==> config.mk <==
export PLATFORM = sky130hd
export DESIGN_NAME = text_cursor_wrap_layout_core
export DESIGN_NICKNAME = d
export VERILOG_FILES = /design/src/rtl/core/tcwl_pkg.sv /design/src/rtl/core/text_cursor_wrap_layout_core.sv
export SDC_FILE = /design/constraint.sdc
export NUM_CORES = 1
export LEC_CHECK = 0
export BUFFER_PORTS_ARGS = -buffer_cell sky130_fd_sc_hd__buf_4
export CORE_MARGIN = 4
export CORE_UTILIZATION = 30
export DETAILED_ROUTE_END_ITERATION = 16
export SETUP_SLACK_MARGIN = 0.4
export SKIP_LAST_GASP = 1
export SYNTH_ARGS = -nofsm -noshare
export SYNTH_HDL_FRONTEND = slang
export SYNTH_SLANG_ARGS = --single-unit
==> constraint.sdc <==
create_clock -name clk -period 10.4 [get_ports clk]
set_input_delay 1.04 -clock clk [delete_from_list [all_inputs] [get_ports clk]]
set_output_delay 1.04 -clock clk [all_outputs]
set_load 0.02 [all_outputs]
==> src/rtl/core/tcwl_pkg.sv <==
// Shared codes, register map and reset values for the text cursor wrap layout core.
package tcwl_pkg;

	localparam int COORD_BITS_DEF = 8;

	localparam int CFG_ADDR_BITS  = 5;
	localparam int CFG_DATA_BITS  = 32;
	localparam int CFG_INDEX_BITS = 3;

	localparam logic [CFG_INDEX_BITS-1:0] REG_AREA_LEFT    = 3'd0;
	localparam logic [CFG_INDEX_BITS-1:0] REG_AREA_TOP     = 3'd1;
	localparam logic [CFG_INDEX_BITS-1:0] REG_AREA_RIGHT   = 3'd2;
	localparam logic [CFG_INDEX_BITS-1:0] REG_AREA_BOTTOM  = 3'd3;
	localparam logic [CFG_INDEX_BITS-1:0] REG_CELL_WIDTH   = 3'd4;
	localparam logic [CFG_INDEX_BITS-1:0] REG_CELL_HEIGHT  = 3'd5;
	localparam logic [CFG_INDEX_BITS-1:0] REG_LINE_LEADING = 3'd6;
	localparam logic [CFG_INDEX_BITS-1:0] REG_CHAR_SPACING = 3'd7;

	localparam logic [7:0] RST_AREA_LEFT    = 8'd0;
	localparam logic [7:0] RST_AREA_TOP     = 8'd0;
	localparam logic [7:0] RST_AREA_RIGHT   = 8'd127;
	localparam logic [7:0] RST_AREA_BOTTOM  = 8'd63;
	localparam logic [7:0] RST_CELL_WIDTH   = 8'd5;
	localparam logic [7:0] RST_CELL_HEIGHT  = 8'd8;
	localparam logic [7:0] RST_LINE_LEADING = 8'd1;
	localparam logic [7:0] RST_CHAR_SPACING = 8'd1;

	localparam logic [7:0] CODE_END = 8'd0;
	localparam logic [7:0] CODE_NL  = 8'd10;
	localparam logic [7:0] CODE_SP  = 8'd32;

	localparam int ACT_BITS = 3;

	localparam logic [ACT_BITS-1:0] ACT_DRAW = 3'd0;
	localparam logic [ACT_BITS-1:0] ACT_SKIP = 3'd1;
	localparam logic [ACT_BITS-1:0] ACT_STOP = 3'd2;
	localparam logic [ACT_BITS-1:0] ACT_TERM = 3'd3;
	localparam logic [ACT_BITS-1:0] ACT_IGN  = 3'd4;

endpackage

==> src/rtl/core/text_cursor_wrap_layout_core.sv <==
// Top level of the text cursor wrap layout core: cursor update, result register, APB registers.
//
//  channel | direction | handshake           | words
//  --------+-----------+---------------------+------------------------------------------
//  in      | to core   | in_valid, in_stall  | char_code, string_start, final_char
//  out     | from core | out_valid, out_stall| action, pos_x, pos_y, consumed, done_res
//  apb     | to core   | psel, penable       | paddr, pwrite, pwdata, prdata, pready
//
// One word per cycle while in_stall is low: the cursor, halt flag and count update in the
// cycle a word is accepted, and its result is loaded into the output register with them.
// The cursor path (one add and compare on the x edge, then on the y edge) sets the cycle.
// in_stall rises only while a held result is stalled at the output.
// Reset clears the cursor, halt flag, count and output valid, and loads register defaults.
module text_cursor_wrap_layout_core #(
	parameter int COORD_BITS = tcwl_pkg::COORD_BITS_DEF
) (
	input  logic                               clk,
	input  logic                               arst_n,

	input  logic                               in_valid,
	output logic                               in_stall,
	input  logic [7:0]                         char_code,
	input  logic                               string_start,
	input  logic                               final_char,

	output logic                               out_valid,
	input  logic                               out_stall,
	output logic [tcwl_pkg::ACT_BITS-1:0]      action,
	output logic [7:0]                         pos_x,
	output logic [7:0]                         pos_y,
	output logic [7:0]                         consumed,
	output logic                               done_res,

	input  logic                               psel,
	input  logic                               penable,
	input  logic                               pwrite,
	input  logic [tcwl_pkg::CFG_ADDR_BITS-1:0] paddr,
	input  logic [tcwl_pkg::CFG_DATA_BITS-1:0] pwdata,
	output logic [tcwl_pkg::CFG_DATA_BITS-1:0] prdata,
	output logic                               pready
);
	import tcwl_pkg::*;

	localparam int SUM_BITS = COORD_BITS + 1;

	logic [7:0] area_left_q, area_top_q, area_right_q, area_bottom_q;
	logic [7:0] cell_width_q, cell_height_q, line_leading_q, char_spacing_q;

	logic [COORD_BITS-1:0] cursor_x_q, cursor_y_q;
	logic                  halted_q;
	logic [7:0]            char_count_q;

	logic [CFG_INDEX_BITS-1:0] cfg_idx;
	logic                      cfg_wr;

	logic                  in_take;
	logic [COORD_BITS-1:0] left_c, top_c;
	logic [COORD_BITS-1:0] cx, cy, cx1, cy1, cy_wrap;
	logic                  hlt;
	logic [7:0]            cnt;
	logic                  wrap, skip, stop;
	logic [SUM_BITS-1:0]   x_edge, y_edge;

	logic [COORD_BITS-1:0] nxt_x, nxt_y;
	logic                  nxt_halted;
	logic [7:0]            nxt_count;
	logic [ACT_BITS-1:0]   nxt_act;
	logic [7:0]            nxt_px, nxt_py;
	logic                  nxt_done;

	// APB registers
	assign pready  = 1'b1;
	assign cfg_idx = paddr[CFG_ADDR_BITS-1:2];
	assign cfg_wr  = psel && penable && pwrite && pready;

	always_ff @(posedge clk or negedge arst_n) begin
		if (!arst_n) begin
			area_left_q    <= RST_AREA_LEFT;
			area_top_q     <= RST_AREA_TOP;
			area_right_q   <= RST_AREA_RIGHT;
			area_bottom_q  <= RST_AREA_BOTTOM;
			cell_width_q   <= RST_CELL_WIDTH;
			cell_height_q  <= RST_CELL_HEIGHT;
			line_leading_q <= RST_LINE_LEADING;
			char_spacing_q <= RST_CHAR_SPACING;
		end else if (cfg_wr) begin
			unique case (cfg_idx)
				REG_AREA_LEFT:    area_left_q    <= pwdata[7:0];
				REG_AREA_TOP:     area_top_q     <= pwdata[7:0];
				REG_AREA_RIGHT:   area_right_q   <= pwdata[7:0];
				REG_AREA_BOTTOM:  area_bottom_q  <= pwdata[7:0];
				REG_CELL_WIDTH:   cell_width_q   <= pwdata[7:0];
				REG_CELL_HEIGHT:  cell_height_q  <= pwdata[7:0];
				REG_LINE_LEADING: line_leading_q <= pwdata[7:0];
				REG_CHAR_SPACING: char_spacing_q <= pwdata[7:0];
				default:          area_left_q    <= area_left_q;
			endcase
		end
	end

	always_comb begin
		prdata = '0;
		unique case (cfg_idx)
			REG_AREA_LEFT:    prdata[7:0] = area_left_q;
			REG_AREA_TOP:     prdata[7:0] = area_top_q;
			REG_AREA_RIGHT:   prdata[7:0] = area_right_q;
			REG_AREA_BOTTOM:  prdata[7:0] = area_bottom_q;
			REG_CELL_WIDTH:   prdata[7:0] = cell_width_q;
			REG_CELL_HEIGHT:  prdata[7:0] = cell_height_q;
			REG_LINE_LEADING: prdata[7:0] = line_leading_q;
			REG_CHAR_SPACING: prdata[7:0] = char_spacing_q;
			default:          prdata      = '0;
		endcase
	end

	// cursor update
	assign in_stall = out_valid && out_stall;
	assign in_take  = in_valid && !in_stall;

	assign left_c = COORD_BITS'(area_left_q);
	assign top_c  = COORD_BITS'(area_top_q);

	always_comb begin
		cx  = string_start ? left_c : cursor_x_q;
		cy  = string_start ? top_c  : cursor_y_q;
		hlt = string_start ? 1'b0   : halted_q;
		cnt = string_start ? 8'd0   : char_count_q;

		x_edge  = SUM_BITS'(cx) + SUM_BITS'(cell_width_q);
		wrap    = (x_edge > SUM_BITS'(area_right_q)) || (char_code == CODE_NL);
		cy_wrap = cy + COORD_BITS'(cell_height_q) + COORD_BITS'(line_leading_q);
		cx1     = wrap ? left_c  : cx;
		cy1     = wrap ? cy_wrap : cy;
		skip    = wrap && ((char_code == CODE_SP) || (char_code == CODE_NL));
		y_edge  = SUM_BITS'(cy1) + SUM_BITS'(cell_height_q);
		stop    = y_edge >= SUM_BITS'(area_bottom_q);

		nxt_x      = cx;
		nxt_y      = cy;
		nxt_halted = hlt;
		nxt_count  = cnt;
		nxt_act    = ACT_IGN;
		nxt_px     = 8'd0;
		nxt_py     = 8'd0;
		nxt_done   = 1'b0;

		priority if (hlt) begin
			nxt_act = ACT_IGN;
		end else if (char_code == CODE_END) begin
			nxt_act    = ACT_TERM;
			nxt_done   = 1'b1;
			nxt_halted = 1'b1;
		end else if (skip) begin
			nxt_act    = ACT_SKIP;
			nxt_x      = cx1;
			nxt_y      = cy1;
			nxt_count  = cnt + 8'd1;
			nxt_done   = final_char;
			nxt_halted = final_char;
		end else if (stop) begin
			nxt_act    = ACT_STOP;
			nxt_x      = cx1;
			nxt_y      = cy1;
			nxt_done   = 1'b1;
			nxt_halted = 1'b1;
		end else begin
			nxt_act    = ACT_DRAW;
			nxt_px     = cx1[7:0];
			nxt_py     = cy1[7:0];
			nxt_x      = cx1 + COORD_BITS'(cell_width_q) + COORD_BITS'(char_spacing_q);
			nxt_y      = cy1;
			nxt_count  = cnt + 8'd1;
			nxt_done   = final_char;
			nxt_halted = final_char;
		end
	end

	always_ff @(posedge clk or negedge arst_n) begin
		if (!arst_n) begin
			cursor_x_q   <= '0;
			cursor_y_q   <= '0;
			halted_q     <= 1'b0;
			char_count_q <= 8'd0;
		end else if (in_take) begin
			cursor_x_q   <= nxt_x;
			cursor_y_q   <= nxt_y;
			halted_q     <= nxt_halted;
			char_count_q <= nxt_count;
		end
	end

	// result register
	always_ff @(posedge clk or negedge arst_n) begin
		if (!arst_n) begin
			out_valid <= 1'b0;
		end else if (!in_stall) begin
			out_valid <= in_valid;
		end
	end

	always_ff @(posedge clk) begin
		if (in_take) begin
			action   <= nxt_act;
			pos_x    <= nxt_px;
			pos_y    <= nxt_py;
			consumed <= nxt_count;
			done_res <= nxt_done;
		end
	end

	a_take_gives_result: assert property (@(posedge clk) disable iff (!arst_n)
		in_take |=> out_valid)
		else $error("accepted word produced no result");

	a_done_halts: assert property (@(posedge clk) disable iff (!arst_n)
		in_take && nxt_done |=> halted_q)
		else $error("string ended without halting");

	a_end_is_done: assert property (@(posedge clk) disable iff (!arst_n)
		out_valid && ((action == ACT_TERM) || (action == ACT_STOP)) |-> done_res)
		else $error("terminator or stop without done");

	a_pos_only_on_draw: assert property (@(posedge clk) disable iff (!arst_n)
		out_valid && (action != ACT_DRAW) |-> (pos_x == 8'd0) && (pos_y == 8'd0))
		else $error("position given for a word that was not drawn");

	a_ignored_not_done: assert property (@(posedge clk) disable iff (!arst_n)
		out_valid && (action == ACT_IGN) |-> !done_res && (consumed == char_count_q))
		else $error("ignored word changed count or ended string");

endmodule

Word level (Yosys, flattened, before mapping)
Cells that the tools add are included.

Bits in read-only memories: 0. Memory bits (writable): 0. Memories kept: 0. Flip-flop bits (word level): 118. Output and inout port bits: 63. Bits of input ports: 54. Bits in latches: 0. Word-level logic and storage cells: 79.

$mul: 0. Reduce and logical (&&, ||, !) cells: 19. Bitwise logic cells: 0. Eq/ne operators: 9. Divide/modulo/power cells: 0. Mux-type cells: 24. $lt $le $gt $ge: 2. Add/sub/neg operators: 7. Shifts and indexed selects: 0.

Operators with widths (number): $mux 8 (15); $pmux 8 s8 (1); $add 8x8->8 (4); $add 8x8->9 (2); $reduce_and 2->1 (8); $eq 3x3->1 const B (4); $ge 9x8->1 (1); $gt 9x8->1 (1); $add 8x1->8 const B (1); $eq 8x4->1 const B (1); $eq 8x6->1 const B (1); $logic_not 8->1 (1); $eq 3x2->1 const B (2); $mux 2 (3); $logic_and 1x1->1 (5); $mux 1 (5); $reduce_or 4->1 (1); $eq 3x1->1 const B (1); $logic_not 3->1 (1); $logic_or 1x1->1 (2); $logic_not 1->1 (1).

Depth between registers and ports, before layout
Gate-level depths: netlist of the first run.

Depth in word-level cells: 11. Gate-level depth with buffers: 35. Gate-level depth less buffers: 31.

Worst setup path before layout of the first run
Ideal clock, no wire load.

Path kind: input -> register. Start point: input string_start. End point: register pos_x[7] (data pin). Path slack: 2.135 ns. Setup time: 0.139 ns. Arrival: 8.126 ns. Path buffers: 6. Data required time: 10.261 ns. Stages: 34. Cell sequence: clkbuf_1 > buf_1 > mux2_2 > ha_1 > a21o_1 > a21oi_1 > o21bai_1 > a21oi_1 > o21ai_0 > xor2_1 > ha_1 > and3_1 > a211oi_1 > a211oi_2 > nor3_4 > buf_4 > mux2_2 > ha_1 > fa_1 > a21o_1 > and4_1 > or2_2 > xor2_1 > ha_1 > a21oi_1 > o21ai_0 > inv_1 > o211ai_1 > nand2b_2 > buf_6 > or2_1 > buf_6 > buf_6 > nor2_1.

Cells in the longest elaborated chain, start to end: 8.

Ends and longest elaborated chain: start: declaration (line text_cursor_wrap_layout_core.sv:23) `input logic string_start,`; $mux 8 (line text_cursor_wrap_layout_core.sv:124) `cx = string_start ? left_c : cursor_x_q;`; $add 8x8->9 (line text_cursor_wrap_layout_core.sv:129) `x_edge = SUM_BITS'(cx) + SUM_BITS'(cell_width_q);`; $gt 9x8->1 (line text_cursor_wrap_layout_core.sv:130) `wrap = (x_edge > SUM_BITS'(area_right_q)) || (char_code == CODE_NL);`; $logic_or 1x1->1 (line text_cursor_wrap_layout_core.sv:130); $mux 8 (*) (line text_cursor_wrap_layout_core.sv:133) `cy1 = wrap ? cy_wrap : cy;`; named net cy1[0] (line text_cursor_wrap_layout_core.sv:58) `logic [COORD_BITS-1:0] cx, cy, cx1, cy1, cy_wrap;`; $add 8x8->9 (*) (line text_cursor_wrap_layout_core.sv:135) `y_edge = SUM_BITS'(cy1) + SUM_BITS'(cell_height_q);`; $ge 9x8->1 (*) (line text_cursor_wrap_layout_core.sv:136) `stop = y_edge >= SUM_BITS'(area_bottom_q);`; $reduce_or 4->1 (no line) (*); end signal: assignment (line text_cursor_wrap_layout_core.sv:204) `pos_x <= nxt_px;`; end: declaration (line text_cursor_wrap_layout_core.sv:29) `output logic [7:0] pos_x,`.

Mark *: on every way through the listed nets, which the timed path passes. The rest lies on a longest branch. A chain may end at the register's enable or synchronous reset.

Final worst setup path of the first run
Start point: input string_start. End point: register pos_y[6] (data pin).

Cells in the longest elaborated chain, start to end: 8.

Ends and longest elaborated chain: $mux 8 (line text_cursor_wrap_layout_core.sv:124); $add 8x8->9 (line text_cursor_wrap_layout_core.sv:129); $gt 9x8->1 (line text_cursor_wrap_layout_core.sv:130); $logic_or 1x1->1 (line text_cursor_wrap_layout_core.sv:130); $mux 8 (*) (line text_cursor_wrap_layout_core.sv:133); named net cy1[0] (line text_cursor_wrap_layout_core.sv:58); $add 8x8->9 (*) (line text_cursor_wrap_layout_core.sv:135); $ge 9x8->1 (*) (line text_cursor_wrap_layout_core.sv:136); $reduce_or 4->1 (no line) (*); end signal: assignment (line text_cursor_wrap_layout_core.sv:205) `pos_y <= nxt_py;`; end: declaration (line text_cursor_wrap_layout_core.sv:30) `output logic [7:0] pos_y,`.

Marks and branches as above.

==> impl_metrics.env, run 1 <==
export IMPL_clock_power_share_pct=21.5
export IMPL_cts_tree="yes"
export IMPL_r2r_end="pos_y[6]$_SDFFCE_PP0P_"
export IMPL_grt_pass1_wl_mm=32.49
export IMPL_drtIter0Drc=514
export IMPL_ys_warn_count=0
export IMPL_grt_pass1_vias=5619
export IMPL_overflow=0
export IMPL_clockBufferDepth=2
export IMPL_critPathMaxStageDelay_ns=0.54
export IMPL_place_area_um2=8660
export IMPL_tightest_slew_ns=1.024
export IMPL_drc_errors=0
export IMPL_routedWlPerCell_um=17.80
export IMPL_htreeDepth=4
export IMPL_clkTransAtPathRegs_ns=0.05
export IMPL_grt_max_degree=47
export IMPL_min_period_ns=8.509
export IMPL_numCtsBuffers=17
export IMPL_reg2reg_slack_ns=2.59
export IMPL_clock_root_buffer="clkbuf_16"
export IMPL_highest_layer="met4"
export IMPL_cp_data_required_time_ns=10.58
export IMPL_r2r_start="area_left_q[0]$_DFFE_PN0P_"
export IMPL_cts_resized_gates=0
export IMPL_p_sw_mw=1.167
export IMPL_num_vias=5797
export IMPL_ys_seq_elements=118
export IMPL_leakagePower_nw=4.228
export IMPL_hold_end="cursor_y_q[6]$_DFFE_PN0P_"
export IMPL_comb_power_share_pct=52.9
export IMPL_drt_met1_wl_mm=9.977
export IMPL_ctsHoldBuffers=0
export IMPL_insertion_delay_ns=0.42
export IMPL_hold_class="reg -> reg"
export IMPL_cp_arrival_ns=8.69
export IMPL_critPathCaptureType="register"
export IMPL_wl_met2_mm=9.060
export IMPL_crit_type="in -> reg"
export IMPL_ys_flop_type="dfrtp_1"
export IMPL_max_cap_viol_count=0
export IMPL_portBuffers=65
export IMPL_postLayoutCellArea_um2=9276
export IMPL_layout_drive_gt1_share_pct=25.69
export IMPL_core_area_um2=25980
export IMPL_fin_setup_tns_ns=0
export IMPL_postRouteAntennaNets=0
export IMPL_seqPwrFrac_pct=25.6
export IMPL_grt_total_usage_pct=14.53
export IMPL_slew_headroom_pct=31.49
export IMPL_wl_mm=20.79
export IMPL_grt_antenna_before_repair=0
export IMPL_num_rows=59
export IMPL_holdPathStages=2
export IMPL_skew_ns=0.004925
export IMPL_sw_frac_of_total_pct=40.21
export IMPL_n_fill_cell=2634
export IMPL_max_clock_freq_ghz=0.1175
export IMPL_cts_setup_buffers=0
export IMPL_vdd_drop_max_mv=0.1884
export IMPL_final_nets=938
export IMPL_synthArstFlopShare_pct=76.27
export IMPL_die_area_um2=29070
export IMPL_die_x_um=170.5
export IMPL_postSynthAreaPerCell_um2=10.48
export IMPL_initial_core_util_pct=30.49
export IMPL_antenna_cells=0
export IMPL_powerDensity_nw_per_um2=312.8
export IMPL_critPathLaunchType="input pin"
export IMPL_netlist_area_um2=7923
export IMPL_via_per_inst=4.963
export IMPL_place_hpwl_mm=15.64
export IMPL_finalSetupViolations=0
export IMPL_cp_max_fo=36
export IMPL_syn_inst=756
export IMPL_rsz0062_at_grt="no"
export IMPL_status="complete, no violations"
export IMPL_wl_met3_mm=1.399
export IMPL_crit_top_cell="ha_1"
export IMPL_p_int_mw=1.735
export IMPL_fin_crit_sh_pct=81.82
export IMPL_synth_edf_count=28
export IMPL_reg2reg_depth=30
export IMPL_syn2layout_area_growth_pct=17.09
export IMPL_slowest_stage="nor3_4"
export IMPL_yosysSeqAreaShare_pct=39.32
export IMPL_clock_sinks=118
export IMPL_gp_congestion=0.8628
export IMPL_die_height_um=170.5
export IMPL_hp_start="cursor_y_q[6]$_DFFE_PN0P_"
export IMPL_dr_pass1_iters=6
export IMPL_ys_types=72
export IMPL_io_pins=117
export IMPL_hold_viol=0
export IMPL_slew_viol_final=0
[power by group through the flow]
stage	logic, mW	registers (mW)	clock network, mW
2_1_floorplan	1.18	0.747	0
3_5_place_dp	1.53	0.748	0
3_3_place_gp	1.50	0.747	0
4_1_cts	1.54	0.743	0.633
5_1_grt	1.72	0.756	0.655
6_report	1.54	0.742	0.623
[worst max-delay path: cells and delay by family]
| family | cells | cell delay [ns] |
|---|---|---|
| simple gates | 8 | 2.45 |
| fa+ha+maj | 6 | 1.63 |
| compound gates | 9 | 1.62 |
| mux | 2 | 0.87 |
| buf+inv | 4 | 0.71 |
| xor+xnor | 2 | 0.32 |
[cells in the final DEF, fill, tap and decap left out, types with 7 or more instances in the layout]
master and n:
mux2_2 75, buf_4 73, dfrtp_1 72, inv_1 50
nand2_1 50, nor2_1 49, ha_1 46, o21ai_0 44
a21oi_1 42, edfxtp_1 28, mux2i_1 27, conb_1 25
xnor2_1 24, fa_1 18, dfstp_2 18, clkbuf_16 17
a21o_1 12, nand3_1 12, nor2b_1 11, and3_1 10
xor2_1 7, nor3_1 7
[cell type report]
| cell class | count | area (um^2) | share of cell area (%) |
|---|---|---|---|
| inverters | 53 | 198.9 | 2.145 |
| clock inverters | 10 | 152.6 | 1.646 |
| multi-input cells | 557 | 4378 | 47.19 |
| well taps | 335 | 419.2 | 4.518 |
| repair buffers | 73 | 548.0 | 5.908 |
| flip-flops and latches | 118 | 3115 | 33.59 |
| clock buffers | 22 | 464.2 | 5.004 |
[layer usage]
metal,up-vias,global-route usage (%)
li1,2765,-
met1,2808,21.05
met2,199,21.35
met3,25,3.951
met4,0,4.097
met5,-,0
[state kept, by name, summed over array words and instances, names as in the netlist]
| signal | flops |
|---|---|
| out_valid | 1 |
| area_bottom_q | 8 |
| action | 3 |
| char_spacing_q | 8 |
| consumed | 8 |
| area_top_q | 8 |
| area_right_q | 8 |
| line_leading_q | 8 |
| area_left_q | 8 |
| halted_q | 1 |
| cursor_y_q | 8 |
| pos_y | 8 |
| char_count_q | 8 |
| pos_x | 8 |
| cell_height_q | 8 |
| cursor_x_q | 8 |
| cell_width_q | 8 |
| done_res | 1 |
[kinds of logic (layout without fill, tap and decap cells)]
group / after synthesis / after routing / synth area share (%)
AO/OA/AOI/OAI: 158 / 158 / 13.12
XOR/XNOR: 31 / 31 / 3.427
adder cells (fa/ha/maj): 64 / 64 / 11.81
buffers and inverters: 104 / 158 / 6.570
flip-flops: 118 / 118 / 39.32
multiplexers: 104 / 104 / 14.64
other: 2 / 25 / 0.09479
AND/OR/NAND/NOR: 175 / 175 / 11.01
[cell usage after synthesis, types with 4 or more instances]
library cell	n	area share (%)
edfxtp_1	28	11
a221oi_1	6	0.66
o22ai_1	4	0.32
buf_4	26	2.5
xnor2_1	24	2.7
nand3_1	12	0.76
mux2i_1	27	3.4
dfstp_2	18	6.0
clkbuf_1	17	0.81
nor2_1	49	2.3
nor3_1	8	0.51
o21a_1	6	0.57
nand2b_1	5	0.39
dfrtp_1	72	23
and2b_1	4	0.38
inv_1	51	2.4
and3_1	10	0.79
o21ai_0	44	2.8
nor2b_1	11	0.87
mux2_2	75	11
a21oi_1	42	2.7
a31oi_1	4	0.32
nand2_1	50	2.4
ha_1	46	7.3
a21o_1	12	1.1
fa_1	18	4.5
buf_6	4	0.57
xor2_1	7	0.77
[how the worst max path moves through the flow]
stage | startpoint | to | slack [ns] | cells past startpoint
finish | string_start | pos_y[6]$_SDFFCE_PP0P_ | 1.89 | 31
detailed placement | string_start | pos_y[6]$_SDFFCE_PP0P_ | 1.47 | 31
global placement | string_start | pos_y[6]$_SDFFCE_PP0P_ | 1.50 | 31
CTS | string_start | pos_y[6]$_SDFFCE_PP0P_ | 1.88 | 31
floorplan | string_start | pos_x[7]$_SDFFCE_PP0P_ | 2.13 | 34
global route | string_start | pos_y[6]$_SDFFCE_PP0P_ | 1.43 | 33
[through the flow]
step / hold slack (ns) / setup slack, ns / cells / utilization (%) / power [mW]
floorplan: 0.4460 / 2.135 / 779 / - / 1.923
global placement: 0.4660 / 1.499 / 1136 / 33.33 / 2.246
detailed placement: 0.4782 / 1.466 / 1136 / 33.33 / 2.275
CTS: 0.4896 / 1.880 / 1168 / 35.70 / 2.914
global route: 0.5107 / 1.433 / 1168 / 35.70 / 3.130
finish: 0.4825 / 1.891 / 1168 / 35.70 / 2.902
Note: power is estimated with default switching activity, not from simulation.
==> run 2: changes to the inputs <==
--- a/config.mk
+++ b/config.mk
@@ -5,6 +5,7 @@
 export SDC_FILE = /design/constraint.sdc
 export NUM_CORES = 1
 export LEC_CHECK = 0
+export ABC_AREA = 1
 export BUFFER_PORTS_ARGS = -buffer_cell sky130_fd_sc_hd__buf_4
 export CORE_MARGIN = 4
 export CORE_UTILIZATION = 30
==> constraint.sdc (replaced) <==
create_clock -name clk -period 8.44 [get_ports clk]
set_input_delay 0.844 -clock clk [delete_from_list [all_inputs] [get_ports clk]]
set_output_delay 0.844 -clock clk [all_outputs]
set_load 0.02 [all_outputs]
==> run 2 against run 1 <==
Setup slack worse by 0.53 ns; final cell count up 20%; clock skew rose by 0.0058 ns; register-to-register slack got worse by 0.86 ns; power is 49% higher; clock power grew 30%; worst hold slack got worse by 0.20 ns; non-clock buffer count down 3; clock-buffer cell count down 3.
==> impl_metrics.env, run 2 <==
export IMPL_status="complete, no violations"
export IMPL_yosysSeqAreaShare_pct=39.36
export IMPL_comb_power_share_pct=61.2
export IMPL_drtIter0Drc=583
export IMPL_clock_root_buffer="clkbuf_16"
export IMPL_htreeDepth=4
export IMPL_antenna_cells=0
export IMPL_p_int_mw=2.254
export IMPL_clockBufferDepth=2
export IMPL_place_area_um2=8643
export IMPL_initial_core_util_pct=30.47
export IMPL_gp_congestion=0.8484
export IMPL_final_nets=1170
export IMPL_critPathMaxStageDelay_ns=0.57
export IMPL_die_area_um2=29050
export IMPL_postRouteAntennaNets=0
export IMPL_grt_max_degree=78
export IMPL_cts_resized_gates=0
export IMPL_max_clock_freq_ghz=0.1413
export IMPL_tightest_slew_ns=1.172
export IMPL_ctsHoldBuffers=0
export IMPL_io_pins=117
export IMPL_max_cap_viol_count=0
export IMPL_holdWs_ns=0.2803
export IMPL_syn2layout_area_growth_pct=17.46
export IMPL_grt_antenna_before_repair=0
export IMPL_sw_frac_of_total_pct=47.69
export IMPL_wl_mm=21.22
export IMPL_hold_viol=0
export IMPL_post_route_util_pct=35.79
export IMPL_grt_pass1_wl_mm=33.82
export IMPL_seqPwrFrac_pct=20.1
export IMPL_crit_type="in -> reg"
export IMPL_n_fill_cell=2693
export IMPL_synth_edf_count=28
export IMPL_synth_area_top_cells="dfrtp_1 23%, nand2_1 11%, edfxtp_1 11%"
export IMPL_finalSetupViolations=0
export IMPL_syn_inst=990
export IMPL_most_common_layout_cells="228 x nand2_1, 170 x inv_1, 83 x o21ai_0"
export IMPL_grt_pass1_vias=6334
export IMPL_path_depth=37
export IMPL_cts_tree="yes"
export IMPL_yosysMostFrequentCell="nand2_1"
export IMPL_insertion_delay_ns=0.42
export IMPL_ys_types=47
export IMPL_num_vias=6576
export IMPL_leakagePower_nw=4.575
export IMPL_vdd_drop_max_mv=0.2687
export IMPL_final_common_cell="nand2_1"
export IMPL_overflow=0
export IMPL_synthArstFlopShare_pct=76.27
export IMPL_grt_total_usage_pct=14.94
export IMPL_postLayoutCellArea_um2=9299
export IMPL_clkTransAtPathRegs_ns=0.06
export IMPL_place_hpwl_mm=16.32
export IMPL_yosys_area_top_type="dfrtp_1"
export IMPL_die_height_um=170.4
export IMPL_postSynthAreaPerCell_um2=7.996
export IMPL_ys_warn_count=0
export IMPL_fin_setup_tns_ns=0
export IMPL_cts_setup_buffers=0
export IMPL_core_area_um2=25980
export IMPL_critPathTopFamily="compound AO/OA/AOI/OAI gates"
export IMPL_num_rows=59
export IMPL_critPathCaptureType="register"
export IMPL_slew_viol_final=0
export IMPL_crit_top_cell="nand2_1"
export IMPL_synth_top_area_share_pct=22.76
export IMPL_cp_arrival_ns=7.24
export IMPL_slowest_stage="o21ai_0"
export IMPL_cp_data_required_time_ns=8.60
export IMPL_slew_headroom_pct=21.37
export IMPL_clock_power_share_pct=18.7
export IMPL_setup_ws_ns=1.363
export IMPL_cp_max_fo=36
export IMPL_dr_pass1_iters=5
export IMPL_portBuffers=65
export IMPL_critPathLaunchType="input pin"
export IMPL_min_period_ns=7.077
export IMPL_netlist_area_um2=7916
export IMPL_fin_crit_sh_pct=83.85
export IMPL_hold_class="in -> async"
export IMPL_p_sw_mw=2.055
export IMPL_numCtsBuffers=17
export IMPL_die_x_um=170.4
export IMPL_via_per_inst=4.697
export IMPL_powerDensity_nw_per_um2=463.4
export IMPL_reg2reg_depth=36
export IMPL_layout_drive_gt1_share_pct=14.18
export IMPL_clock_sinks=118
export IMPL_rsz0062_at_grt="no"
export IMPL_synthTopCellsByCount="228 x nand2_1, 170 x inv_1, 83 x o21ai_0, 72 x dfrtp_1, 55 x a21oi_1"
export IMPL_drc_errors=0
export IMPL_ys_seq_elements=118
export IMPL_skew_ns=0.01072
export IMPL_critPathBufInv=4
export IMPL_routedWlPerCell_um=15.16
export IMPL_ys_flop_type="dfrtp_1"
export IMPL_place_ws_ns=1.010
[run 2: cell types whose count changed in the layout (fill, tap and decap cells not counted), moves of 13 or more]
cell / previous run / this run
o21ai_0: 44 / 83
a21oi_1: 42 / 55
mux2i_1: 27 / 1
mux2_2: 75 / 0
nand3_1: 12 / 43
nand2_1: 50 / 228
inv_1: 50 / 170
[run 2: layout make-up]
class | count | area (um^2) | share of cell area, %
Tap cell | 335 | 419.2 | 4.508
Clock inverter | 13 | 202.7 | 2.180
Multi-Input combinational cell | 672 | 3934 | 42.30
Sequential cell | 118 | 3115 | 33.50
Inverter | 173 | 649.4 | 6.983
Clock buffer | 19 | 452.9 | 4.871
Timing Repair Buffer | 70 | 525.5 | 5.651
[run 2: final timing paths]
path	slack, ns	to	startpoint
max reg2reg	1.73	consumed[1]$_DFFE_PP_	cursor_x_q[1]$_DFFE_PN0P_
min in group clk	0.47	cursor_y_q[3]$_DFFE_PN0P_	cursor_y_q[3]$_DFFE_PN0P_
min reg2reg	0.47	cursor_y_q[3]$_DFFE_PN0P_	cursor_y_q[3]$_DFFE_PN0P_
max in group asynchronous	6.90	area_left_q[5]$_DFFE_PN0P_	arst_n
min	0.28	out_valid$_DFFE_PN0N_	arst_n
max	1.36	consumed[1]$_DFFE_PP_	string_start
[run 2: power groups by stage]
stage	Sequential (mW)	Combinational, mW	Clock (mW)
final	0.865	2.64	0.807
after global routing	0.882	3.04	0.848
after CTS	0.867	2.65	0.818
after detailed placement	0.875	2.63	0
after global placement	0.873	2.60	0
after floorplan	0.890	1.97	0
[run 2: cell families (layout without fill, tap and decap cells)]
family	Yosys count	after routing	synth area share, %
other cells	2	25	0.09487
mux	1	1	0.1264
xor+xnor	24	24	2.750
compound gates	200	200	14.24
buf+inv	223	275	12.14
fa+ha+maj	64	64	11.82
flops	118	118	39.36
simple gates	358	358	19.47
[run 2: metal layers]
metal	global-route usage, %	vias up	part of all wire, %
li1	-	3277	-
met1	21.81	3068	49
met2	22.44	201	43
met3	2.695	30	5.9
met4	4.792	0	1.8
met5	0	-	0
[run 2: per-stage QoR]
stage               cells  total power, mW
floorplan            1013            2.858
global placement     1368            3.476
detailed placement   1368            3.507
CTS                  1400            4.334
global route         1400            4.771
finish               1400            4.309
==> run 3: changes to the inputs <==
--- a/config.mk
+++ b/config.mk
@@ -5,7 +5,7 @@
 export SDC_FILE = /design/constraint.sdc
 export NUM_CORES = 1
 export LEC_CHECK = 0
-export ABC_AREA = 1
+export ABC_AREA = 0
 export BUFFER_PORTS_ARGS = -buffer_cell sky130_fd_sc_hd__buf_4
 export CORE_MARGIN = 4
 export CORE_UTILIZATION = 30
==> constraint.sdc (replaced) <==
create_clock -name clk -period 5.95 [get_ports clk]
set_input_delay 0.595 -clock clk [delete_from_list [all_inputs] [get_ports clk]]
set_output_delay 0.595 -clock clk [all_outputs]
set_load 0.02 [all_outputs]
==> run 3 against run 2 <==
The flow now finishes with violations (setup timing); core utilization is 3.8 points higher; critical endpoint is now consumed[3]$_DFFE_PP_; power is 41% higher; register-to-register slack worse by 2.0 ns; final cell count is 9.5% lower; largest power group unchanged; largest cell class unchanged; die area hardly changed; clock-buffer cell count is 6 higher.
==> impl_metrics.env, run 3 (synthesis results as in run 1) <==
export IMPL_leakagePower_nw=4.762
export IMPL_final_common_cell="buf_4"
export IMPL_overflow=0
export IMPL_grt_pass1_wl_mm=35.77
export IMPL_most_common_layout_cells="164 x buf_4, 72 x dfrtp_1, 71 x mux2_2"
export IMPL_insertion_delay_ns=0.43
export IMPL_cp_data_required_time_ns=6.12
export IMPL_routedWlPerCell_um=18.13
export IMPL_clkTransAtPathRegs_ns=0.06
export IMPL_postLayoutCellArea_um2=10290
export IMPL_initial_core_util_pct=30.49
export IMPL_layout_drive_gt1_share_pct=37.45
export IMPL_crit_type="reg -> reg"
export IMPL_grt_pass1_vias=6248
export IMPL_cp_max_fo=5
export IMPL_portBuffers=65
export IMPL_reg2reg_slack_ns=-0.24
export IMPL_fin_crit_sh_pct=104.0
export IMPL_critPathBufInv=3
export IMPL_skew_ns=0.006695
export IMPL_powerDensity_nw_per_um2=591.3
export IMPL_tightest_slew_ns=0.9903
export IMPL_critPathTopFamily="compound AO/OA/AOI/OAI gates"
export IMPL_clock_sinks=118
export IMPL_grt_antenna_before_repair=0
export IMPL_vdd_drop_max_mv=0.3826
export IMPL_wl_mm=22.97
export IMPL_cp_arrival_ns=6.35
export IMPL_rsz0062_at_grt="yes"
export IMPL_die_x_um=170.5
export IMPL_syn2layout_area_growth_pct=29.94
export IMPL_ctsHoldBuffers=0
export IMPL_num_rows=59
export IMPL_drtIter0Drc=453
export IMPL_place_ws_ns=-0.7651
export IMPL_io_pins=117
export IMPL_grt_total_usage_pct=16.00
export IMPL_clockBufferDepth=2
export IMPL_min_period_ns=6.185
export IMPL_critPathMaxStageDelay_ns=0.39
export IMPL_hold_class="in -> async"
export IMPL_hold_viol=0
export IMPL_htreeDepth=4
export IMPL_slew_viol_final=0
export IMPL_critPathLaunchType="register"
export IMPL_finalSetupViolations=38
export IMPL_status="finished, violations left"
export IMPL_core_area_um2=25980
export IMPL_crit_top_cell="a21oi_2"
export IMPL_final_nets=1037
export IMPL_setup_ws_ns=-0.2353
export IMPL_via_per_inst=4.900
export IMPL_violations="setup timing"
export IMPL_numCtsBuffers=17
export IMPL_die_height_um=170.5
export IMPL_n_fill_cell=2515
export IMPL_drc_errors=0
export IMPL_max_cap_viol_count=0
export IMPL_antenna_cells=0
export IMPL_slowest_stage="dfrtp_1"
export IMPL_die_area_um2=29070
export IMPL_gp_congestion=0.9450
export IMPL_clock_root_buffer="clkbuf_16"
export IMPL_slew_headroom_pct=33.62
export IMPL_place_hpwl_mm=17.22
export IMPL_critPathCaptureType="register"
export IMPL_grt_max_degree=57
export IMPL_place_area_um2=9428
export IMPL_cts_tree="yes"
export IMPL_holdWs_ns=0.1275
export IMPL_postRouteAntennaNets=0
export IMPL_dr_pass1_iters=5
export IMPL_num_vias=6208
export IMPL_max_clock_freq_ghz=0.1617
run 3: routing by layer:
metal	up-vias	global-route usage, %	part of all wire [%]
met5	-	0	0
met4	0	5.382	1.9
met3	29	3.281	5.8
met2	169	24.38	45
met1	3046	22.74	47
li1	2964	-	-
run 3: through the flow:
step	power, mW	instances	util (%)	setup TNS, ns
after floorplan	3.455	779	-	-34.74
after global placement	4.644	1223	36.28	-21.70
after detailed placement	4.691	1223	36.28	-26.37
after CTS	6.002	1263	39.25	-7.101
after global routing	6.534	1267	39.62	-18.15
final	6.088	1267	39.62	-5.021
run 3: final timing paths:
| path | from | end | cells after the start |
|---|---|---|---|
| hold reg to reg | cursor_y_q[5]$_DFFE_PN0P_ | cursor_y_q[5]$_DFFE_PN0P_ | 2 |
| max in group asynchronous | arst_n | area_top_q[4]$_DFFE_PN0P_ | 2 |
| hold / removal | arst_n | area_left_q[2]$_DFFE_PN0P_ | 1 |
| min in group clk | in_valid | out_valid$_DFFE_PN0N_ | 2 |
| setup / recovery | cursor_x_q[0]$_DFFE_PN0P_ | consumed[3]$_DFFE_PP_ | 30 |
| setup reg to reg | cursor_x_q[0]$_DFFE_PN0P_ | consumed[3]$_DFFE_PP_ | 30 |
run 3: cell type report:
type | instances | area, um^2 | area share [%]
clock buffers | 25 | 518.0 | 5.032
repair buffers | 172 | 1334 | 12.96
clock inverters | 7 | 112.6 | 1.094
inverters | 53 | 198.9 | 1.932
multi-input cells | 557 | 4597 | 44.65
well taps | 335 | 419.2 | 4.071
flip-flops and latches | 118 | 3115 | 30.26
run 3: repair_timing:
item / CTS / global route
setup endpoints to repair: 43 / 43
setup buffers: 8 / 4
pin swaps: 16 / 9
gates resized for setup: 17 / 16
run 3: report_power, final:
part / internal, mW / switching, mW / total [mW] / leakage, nW
clock: 0.729 / 0.377 / 1.11 / 0.308
sequential: 1.11 / 0.181 / 1.29 / 1.37
combinational: 1.93 / 1.76 / 3.69 / 3.09
